### src/rtl/lru_ram.sv
// lru_ram: generic single write port, single read port ram with registered read
// no dependencies
module lru_ram #(
   parameter int WIDTH = 8,
   parameter int DEPTH = 16
) (
   input  logic                                  clock,
   input  logic                                  wr_en,
   input  logic [(DEPTH > 1 ? $clog2(DEPTH) : 1)-1:0] wr_addr,
   input  logic [WIDTH-1:0]                      wr_data,
   input  logic                                  rd_en,
   input  logic [(DEPTH > 1 ? $clog2(DEPTH) : 1)-1:0] rd_addr,
   output logic [WIDTH-1:0]                      rd_data
);

   logic [WIDTH-1:0] mem_ff [DEPTH];
   logic [WIDTH-1:0] rd_data_ff;

   always_ff @(posedge clock) begin
      if (wr_en) begin
         mem_ff[wr_addr] <= wr_data;
      end
      if (rd_en) begin
         rd_data_ff <= mem_ff[rd_addr];
      end
   end

   assign rd_data = rd_data_ff;

endmodule

### config.mk
export PLATFORM = sky130hd
export DESIGN_NAME = lru_ram
export DESIGN_NICKNAME = d
export VERILOG_FILES = /design/src/rtl/lru_ram.sv
export SDC_FILE = /design/constraint.sdc
export NUM_CORES = 1
export LEC_CHECK = 0
export ABC_AREA = 1
export BUFFER_PORTS_ARGS = -buffer_cell sky130_fd_sc_hd__buf_2
export CORE_UTILIZATION = 55
export CTS_BUF_LIST = sky130_fd_sc_hd__clkbuf_2 sky130_fd_sc_hd__clkbuf_4 sky130_fd_sc_hd__clkbuf_8
export DETAILED_ROUTE_END_ITERATION = 6
export PLACE_DENSITY = 0.77
export SLEW_MARGIN = 40
export SYNTH_ARGS = -nofsm -noshare
export SYNTH_HDL_FRONTEND = slang
export SYNTH_SLANG_ARGS = --single-unit
### constraint.sdc
create_clock -name clock -period 1.5 [get_ports clock]
set_input_delay 0.3 -clock clock [delete_from_list [all_inputs] [get_ports clock]]
set_output_delay 0.3 -clock clock [all_outputs]
set_load 0.01 [all_outputs]
==> metrics.txt <==
result of the run finished, final reports clean; sequence of cells on the critical path buf_2; Mapped Nets 570; setup slack of the critical path after layout 0.1609 ns; worst slew margin relative to its limit 0.5922; total negative slack for setup checks 0 ns; Clk network pwr share 0.388; Final Hold Viols 0; Final Slew Violations 0; number of remaining DRC errors 0; share of total power in combinational logic 0.068; FF+latch count, synth 136; post-detailed-route via-to-cell ratio 5.357; critical path's top delay family flip-flops; register share of total power 0.544; # H-tree levels 4; detailed placer's ending HPWL between 8 and 9 mm; Port Buffers 26; R2R depth 6; number of buffers between clock root and the deepest sink 2; Hold Crit Depth 1; type of the setup path with the least slack register to output port; site row count 37; fraction of layout cells with a size suffix above 1 0.1363; maximum number of pins on one net before global-route repair 34; total number of nets in the final design between 600 and 700; final clock skew 0.01103 ns; arrival time of the worst setup path approximately 1.0 ns; syn avg cell area about 11 um2; power density over cell area around 1200 nW/um2; Finish-stage setup viols 0; quantity of gates resized following cts 0; total design power approximately 8 mW; Boundary Pins 27; overall die area between 10000 and 15000 um2; largest family of logic cells by synthesized area simple AND/OR/NAND/NOR gates; RSZ-0062 raised after global routing no; Synth Warn # 0; final routed wire length divided by cell count approximately 17 um; Critical Path RT between 1 and 1.5 ns; Adder-Cell Fraction of Synth Area 0; kind of launch point of the worst setup path register; CTS buffer count 17; Least-Margin Pin Slew 0.6108 ns; count of clock tree sinks ~140; floorplan die height 105.1 um; maximum ir drop on the vdd rail 0.0006601 V; total internal power 6.090 mW; sequential-to-total area share from yosys stat 0.6985; maximum cell stage delay along the critical path between 0.4 and 0.5 ns; global-route total usage across every layer 0.2542; shortest clock period the worst path allows after layout about 1.3 ns; worst slack after detailed placement -0.03925 ns; # Max-Cap Violations 0; Yosys cell types 11; reported net switching power between 1.5 and 2 mW; Critical R2R Capture rd_data[7]; Die Wd between 100 and 150 um; synthesized-area fraction occupied by ao, oa, aoi and oai cells 0; multiplexer area fraction after synthesis 0; antenna violations before repair 0; CP max stage cell edfxtp_1; number of inserted diodes 0; r2r setup slk approximately 0.28 ns; cell chosen for the clock root clkbuf_8; detailed-router iteration count before antenna repair 5; maximum clock rate roughly 750 MHz; buffers plus inverters on the worst setup path 1; Hold Path Origin rd_en; Worst-Skew Late Latency 0.43 ns; area added between synthesis and finish 13.48%; biggest fanout along the worst timing path 1; Leakage about 2.9 nW; total global routing overflow 0; vias in the first global route roughly 4000; total wirelength of the detailed-routed design between 10 and 15 mm; end point of the worst hold path rd_data[0]; CTS tree done; synthesized instance count about 550; Post-Synthesis Cell Area just under 6000 um2; global placement routability congestion a little over 0.9; Starting Density 0.5664; xor and xnor area share after synthesis 0; Reg clk slew, reported paths approximately 0.080 ns; Period Utilization, post-route 0.8927; DR vias around 4000; first-pass GRT wire length between 20 and 25 mm; Net Sw Frac 0.2311; First DRT Iteration DRCs between 300 and 400; startpoint of the worst-slack reg-to-reg timing path mem_ff[0][7]; total setup buffers inserted after CTS 0; simple-gate area share of the yosys netlist 0.2076; Worst Hold Class primary input to register; core occupancy in the finished layout 0.6427; post-detailed-route count of antenna-violating nets 0; number of hold buffers added after cts 0; category of the worst setup path capture point output port; total core area between 10000 and 15000 um2
## worst max-delay path by stage
stage,end,cells past startpoint,slack [ns],startpoint
CTS,rd_data[4],1,0.16,rd_data[4]
detailed placement,rd_data[0],6,-0.04,rd_addr[1]
global route,rd_data[3],1,0.14,rd_data[3]
finish,rd_data[5],1,0.16,rd_data[5]
floorplan,mem_ff[10][0],2,0.25,wr_addr[2]
global placement,rd_data[5],6,-0.004,rd_addr[1]
## per-layer routing
metal,global-route usage,share of wire
met5,0,0
met4,0.1006,0.023
met3,0.06301,0.094
met2,0.4300,0.50
met1,0.3144,0.38
## synth_stat cells (all sizes together)
cell type	count	area [um2]
edfxtp	136	4084
nand3b	2	15.01
buf	24	166.4
nand3	97	485.5
inv	102	382.9
nand2	173	649.4
nor2	17	63.81
## cell usage in the layout, fill, tap and decap left out, drive strengths merged
cell type / n
edfxtp: 136
clkinv: 6
nand3: 97
nand3b: 2
nor2: 17
bufinv: 3
clkinvlp: 4
buf: 50
clkbuf: 17
inv: 104
nand2: 173
## area by class of cell
class,instances,area (um2)
fillers,796,3689
multi-input cells,289,1214
clock inverters,15,177.7
repair buffers,50,372.9
inverters,102,382.9
well taps,136,170.2
clock buffers,17,234.0
flip-flops and latches,136,4084
## stage by stage
stage          hold slack (ns)  instances  instance area, um2
2_1_floorplan           0.3989        551                5847
3_3_place_gp            0.6777        713                6223
3_5_place_dp            0.6779        713                6223
4_1_cts                 0.2292        745                6635
6_report                0.2549        745                6635
5_1_grt                 0.2281        745                6635
## power groups by stage
| stage | Clock [mW] | Sequential [mW] | Combinational (mW) |
|---|---|---|---|
| 6_report | 3.07 | 4.31 | 0.541 |
| 3_3_place_gp | 0 | 4.39 | 0.520 |
| 3_5_place_dp | 0 | 4.39 | 0.535 |
| 4_1_cts | 3.10 | 4.30 | 0.540 |
| 2_1_floorplan | 0 | 4.39 | 0.300 |
| 5_1_grt | 3.26 | 4.31 | 0.594 |
## worst register-to-register path, cell delays in order (launching register included)
cell and delay, ns:
edfxtp_1 0.38, inv_1 0.07, nand2_1 0.07, nand3_1 0.09, nand3_1 0.12, nand3_1 0.17
nand2_1 0.08
## state kept, by name, summed over array words and instances, names as in the netlist
register,cells
mem_ff,128
rd_data,8
## cell families after synthesis
group / after synthesis
flip-flops: 136
AND/OR/NAND/NOR: 289
buffers and inverters: 126
Note: power is estimated with default switching activity, not from simulation.
