`config.mk`:
```
export PLATFORM = sky130hd
export DESIGN_NAME = lru_scan
export DESIGN_NICKNAME = d
export VERILOG_FILES = /design/src/rtl/lru_pkg.sv /design/src/rtl/lru_scan.sv
export SDC_FILE = /design/constraint.sdc
export NUM_CORES = 1
export LEC_CHECK = 0
export ABC_AREA = 1
export BUFFER_PORTS_ARGS = -buffer_cell sky130_fd_sc_hd__buf_2
export CORE_ASPECT_RATIO = 0.5
export CORE_MARGIN = 2
export CORE_UTILIZATION = 50
export CTS_BUF_LIST = sky130_fd_sc_hd__clkbuf_2 sky130_fd_sc_hd__clkbuf_4 sky130_fd_sc_hd__clkbuf_8
export DETAILED_ROUTE_END_ITERATION = 12
export GPL_TIMING_DRIVEN = 0
export HOLD_SLACK_MARGIN = 0.03
export PLACE_DENSITY = 0.74
export REMOVE_ABC_BUFFERS = 1
export SYNTH_ARGS = -nofsm -noshare
export SYNTH_HDL_FRONTEND = slang
export SYNTH_SLANG_ARGS = --single-unit
```
`constraint.sdc`:
```
create_clock -name clock -period 13.26 [get_ports clock]
set_input_delay 0.663 -clock clock [delete_from_list [all_inputs] [get_ports clock]]
set_output_delay 0.663 -clock clock [all_outputs]
set_load 0.02 [all_outputs]
```
`src/rtl/lru_pkg.sv`:
```
// lru_pkg: shared types and constants for the timestamp lru victim select block
// item structs, action codes and default sizes; no dependencies
package lru_pkg;

   localparam int DEF_NUM_SETS    = 64;
   localparam int DEF_NUM_WAYS    = 8;
   localparam int DEF_STAMP_WIDTH = 32;

   localparam int ACTION_W = 2;
   localparam int SET_W    = 6;
   localparam int WAY_W    = 3;

   // sets and ways that the item fields can reach
   localparam int SET_SPAN = 1 << SET_W;
   localparam int WAY_SPAN = 1 << WAY_W;

   localparam logic [ACTION_W-1:0] ACT_INVALIDATE = 2'd0;
   localparam logic [ACTION_W-1:0] ACT_STAMP      = 2'd1;
   localparam logic [ACTION_W-1:0] ACT_VICTIM     = 2'd2;

   typedef struct packed {
      logic [ACTION_W-1:0] action;
      logic [SET_W-1:0]    set_index;
      logic [WAY_W-1:0]    way_index;
   } req_type;

   typedef struct packed {
      logic [WAY_W-1:0] victim_way;
      logic             victim_is_empty;
   } rsp_type;

endpackage

```
`src/rtl/lru_scan.sv`:
```
// lru_scan: walks the stamps of one set, one way per cycle, keeping the oldest
// depends on lru_pkg for the result struct
module lru_scan #(
   parameter int NUM_WAYS    = lru_pkg::DEF_NUM_WAYS,
   parameter int STAMP_WIDTH = lru_pkg::DEF_STAMP_WIDTH
) (
   input  logic                            clock,
   input  logic                            reset,
   input  logic                            load,
   input  logic [NUM_WAYS*STAMP_WIDTH-1:0] row,
   output logic                            done,
   output lru_pkg::rsp_type                result
);
   import lru_pkg::*;

   localparam int IDX_W = (NUM_WAYS > 1) ? $clog2(NUM_WAYS) : 1;
   localparam int CNT_W = $clog2(NUM_WAYS + 1);
   localparam int ROW_W = NUM_WAYS * STAMP_WIDTH;

   logic                   active_ff, active_in;
   logic                   done_ff, done_in;
   logic [CNT_W-1:0]       cnt_ff, cnt_in;
   logic [IDX_W-1:0]       pos_ff, pos_in;
   logic [IDX_W-1:0]       best_idx_ff, best_idx_in;
   logic [STAMP_WIDTH-1:0] best_ff, best_in;
   logic [ROW_W-1:0]       rest_ff, rest_in;
   logic [STAMP_WIDTH-1:0] cand;

   assign cand = rest_ff[STAMP_WIDTH-1:0];

   always_comb begin
      active_in   = active_ff;
      done_in     = 1'b0;
      cnt_in      = cnt_ff;
      pos_in      = pos_ff;
      best_idx_in = best_idx_ff;
      best_in     = best_ff;
      rest_in     = rest_ff;
      if (load) begin
         best_in     = row[STAMP_WIDTH-1:0];
         best_idx_in = '0;
         rest_in     = row >> STAMP_WIDTH;
         pos_in      = IDX_W'(1);
         cnt_in      = CNT_W'(NUM_WAYS - 1);
         active_in   = (NUM_WAYS > 1);
         done_in     = (NUM_WAYS == 1);
      end else if (active_ff) begin
         if (cand < best_ff) begin
            best_in     = cand;
            best_idx_in = pos_ff;
         end
         rest_in = rest_ff >> STAMP_WIDTH;
         pos_in  = pos_ff + IDX_W'(1);
         cnt_in  = cnt_ff - CNT_W'(1);
         if (cnt_ff == CNT_W'(1)) begin
            active_in = 1'b0;
            done_in   = 1'b1;
         end
      end
   end

   always_ff @(posedge clock) begin
      if (reset) begin
         active_ff <= 1'b0;
         done_ff   <= 1'b0;
      end else begin
         active_ff <= active_in;
         done_ff   <= done_in;
      end
      cnt_ff      <= cnt_in;
      pos_ff      <= pos_in;
      best_idx_ff <= best_idx_in;
      best_ff     <= best_in;
      rest_ff     <= rest_in;
   end

   logic [IDX_W+WAY_W-1:0] best_idx_wide;
   assign best_idx_wide = {{WAY_W{1'b0}}, best_idx_ff};

   assign done                   = done_ff;
   assign result.victim_way      = best_idx_wide[WAY_W-1:0];
   assign result.victim_is_empty = (best_ff == '0);

endmodule

```
==> out/results.txt <==
Status -> completed
CTS buffer count -> 40
Vias per cell -> 4.664
WL final -> 25.96 mm
H-tree levels -> 2
Post-cts resize count -> 0
Synth area leader -> edfxtp_1
Yosys reg bits -> 268
Post-synth cell types -> 23
HPWL after DPL -> 17.61 mm
Warnings, synthesis -> 0
Syn Area/Cell -> 9.628 µm²
Die H -> 113.8 µm
Multi-input gate area -> 0.003595 mm²
Max stage delay on crit path -> 0.88 ns
Largest family of logic cells by synthesized area -> simple AND/OR/NAND/NOR gates
Critical Path Slowest Stage Cell -> nand2_2
Final hold violation count -> 0
Post-synthesis adder-cell area fraction -> 3.529%
Kind of critical path -> in -> reg
Cell area after synthesis -> 0.01205 mm²
RSZ-0062 raised after global routing -> false
Worst vdd ir -> 0.00006703 V
NumNets Final -> 1,799
DRC viols -> 0
Initial antenna violation count -> 7
Starting Density -> 50.60%
Post-synthesis xor/xnor area fraction -> 0%
Largest net degree at the start of global routing -> 146
Arrival time at the worst endpoint -> 3.30 ns
Crit share post-route -> 23.78%
Clock tree buffer depth -> 3
Filler cells -> 2,050
Type of origin of the critical path -> input port
Global-route wire length before repair -> 40.85 mm
Vias in the first global route -> 8,476
Yosys top cell area share -> 63.77%
Port bufs -> 263
Clock net sink count -> 268
Antenna viol nets, final -> 0
Slew margin rel. -> 45.46%
Compound-gate portion of the synthesized area -> 1.547%
Critical Path End Type -> flop
Area Overhead vs Synth -> 19.67%
Setup Skew -> 0.01043 ns
Setup TNS -> 0 ns
Vias -> 8,656
Initial DRC count -> 716
Root buffer cell -> clkbuf_8
Max Slew Vio Count -> 0
Power Density -> 133.8 mW/mm²
Post-layout util -> 60.55%
CP required -> 13.41 ns
Leakage -> 7.204 nW
Remaining Overflow, GRT -> 0
Asr flop ratio synth -> 0%
Final Wtd Congestion -> 0.8791
Mapped Cells -> 1,252
DR WL/cell -> 13.99 µm
Tmin final -> 3.153 ns
Worst skew pair latency -> 0.53 ns
Post-CTS Setup Bufs -> 0
Simple-gate share of the synthesized area -> 24.72%
Hold buffers post-CTS -> 0
Most common flop cell mapped by yosys -> edfxtp_1
Sequential element share of the synthesized area -> 65.77%
Die area -> 0.02544 mm²
Top Ports -> 264
HP Class -> in -> reg
Mux cell area share after synthesis -> 0%
Fmax -> 317.2 MHz
Tot GR Track Use -> 20.25%
Share of cells above drive strength 1 -> 21.71%
DR pass1 iterations -> 4
FP Rows -> 40
Max Cap Violations -> 0
Top cells by area, synth -> edfxtp_1, nand2_1, ha_1
Worst-path fanout max -> 145
Final Setup Violations -> 0
Worst Tran Pin Value -> 0.8152 ns
Clk pin slew, worst setup/hold paths -> 0.06 ns
Width of the die -> 223.6 µm
Core region area -> 0.02382 mm²
FF/Latch Area -> 0.007928 mm²
CTS tree -> built
CP Cell Sequence -> buf_8 > buf_16 > clkinv_4 > nand2_2
EDFF count, synth -> 256
final cells by class:
| type | instances | share of cell area, % |
|---|---|---|
| Antenna cell | 7 | 0.1214 |
| Clock buffer | 55 | 4.640 |
| Clock inverter | 15 | 0.5898 |
| Inverter | 84 | 2.273 |
| Multi-Input combinational cell | 846 | 24.92 |
| Sequential cell | 268 | 54.96 |
| Tap cell | 315 | 2.732 |
| Timing Repair Buffer | 266 | 9.767 |
synth_stat cells, types with 3 or more instances:
cell type / instances
nor2_1: 14
nor4_1: 8
inv_1: 82
clkbuf_1: 38
buf_2: 13
nand2_1: 738
nand4_1: 4
nor3_1: 4
o21ai_0: 11
a21oi_1: 18
edfxtp_1: 256
buf_1: 3
nand3_1: 9
ha_1: 34
dfxtp_1: 12
per-layer routing:
layer	part of all wire, %	vias up	global-route usage [%]	routed length [µm]
met1	44	3856	26.07	11450
met5	0	-	0	0
met2	49	191	34.06	12660
met3	3.8	68	3.787	985
li1	-	4541	-	-
met4	3.3	0	8.933	863
stage by stage:
stage	hold slack [ns]	std cells	setup slack [ns]	power (mW)	area, µm²
2_1_floorplan	0.4416	1198	6.748	1.206	11840
3_3_place_gp	0.4518	1776	-0.9492	1.301	13550
3_5_place_dp	0.4737	1779	9.085	1.294	13650
4_1_cts	0.2951	1849	9.656	1.948	14410
5_1_grt	0.3015	1856	9.883	2.025	14430
6_report	0.3311	1856	10.11	1.930	14430
report_power, final:
part / switching, mW / internal (mW) / leakage (nW)
registers: 0.0295 / 1.03 / 2.73
clock network: 0.310 / 0.345 / 0.400
logic: 0.130 / 0.0835 / 4.07
total: 0.469 / 1.46 / 7.20
critical path, delay by kind of cell:
family	cells	cell delay [ns]
buf+inv	3	1.60
simple gates	1	0.88
cell usage in the layout, fill, tap and decap left out, drive strengths merged:
cell type and count:
nand2 739, buf 266, edfxtp 256, inv 83, clkbuf 55, ha 34
a21oi 19, nor2 15, clkinv 15, dfxtp 12, o21ai 11, nand3 9
nor4 8, diode 7, nor3 4, nand4 4, a211oi 1, o211ai 1
a22oi 1, bufinv 1
worst paths after layout:
check / from / endpoint / depth (start not counted) / slack [ns]
max reg2reg: rest_ff[21]$_DFFE_PP_ / best_ff[12]$_DFFE_PP_ / 8 / 10.77
min reg2reg: cnt_ff[3]$_SDFFE_PP0P_ / cnt_ff[3]$_SDFFE_PP0P_ / 2 / 0.48
min: reset / done$_SDFF_PP0_ / 2 / 0.33
max: load / best_ff[12]$_DFFE_PP_ / 4 / 10.11
cell families after synthesis:
kind of cell,after synthesis
buffers and inverters,138
and+or+nand+nor,779
AOI/OAI and AO/OA,33
adders and majority gates,34
DFF,268
state kept, by name (all words and copies together) (netlist names):
name,count
best_idx_ff,3
active_ff,1
pos_ff,3
cnt_ff,4
done,1
best_ff,32
rest_ff,224
No activity file was read; power rests on OpenSTA's default activity.
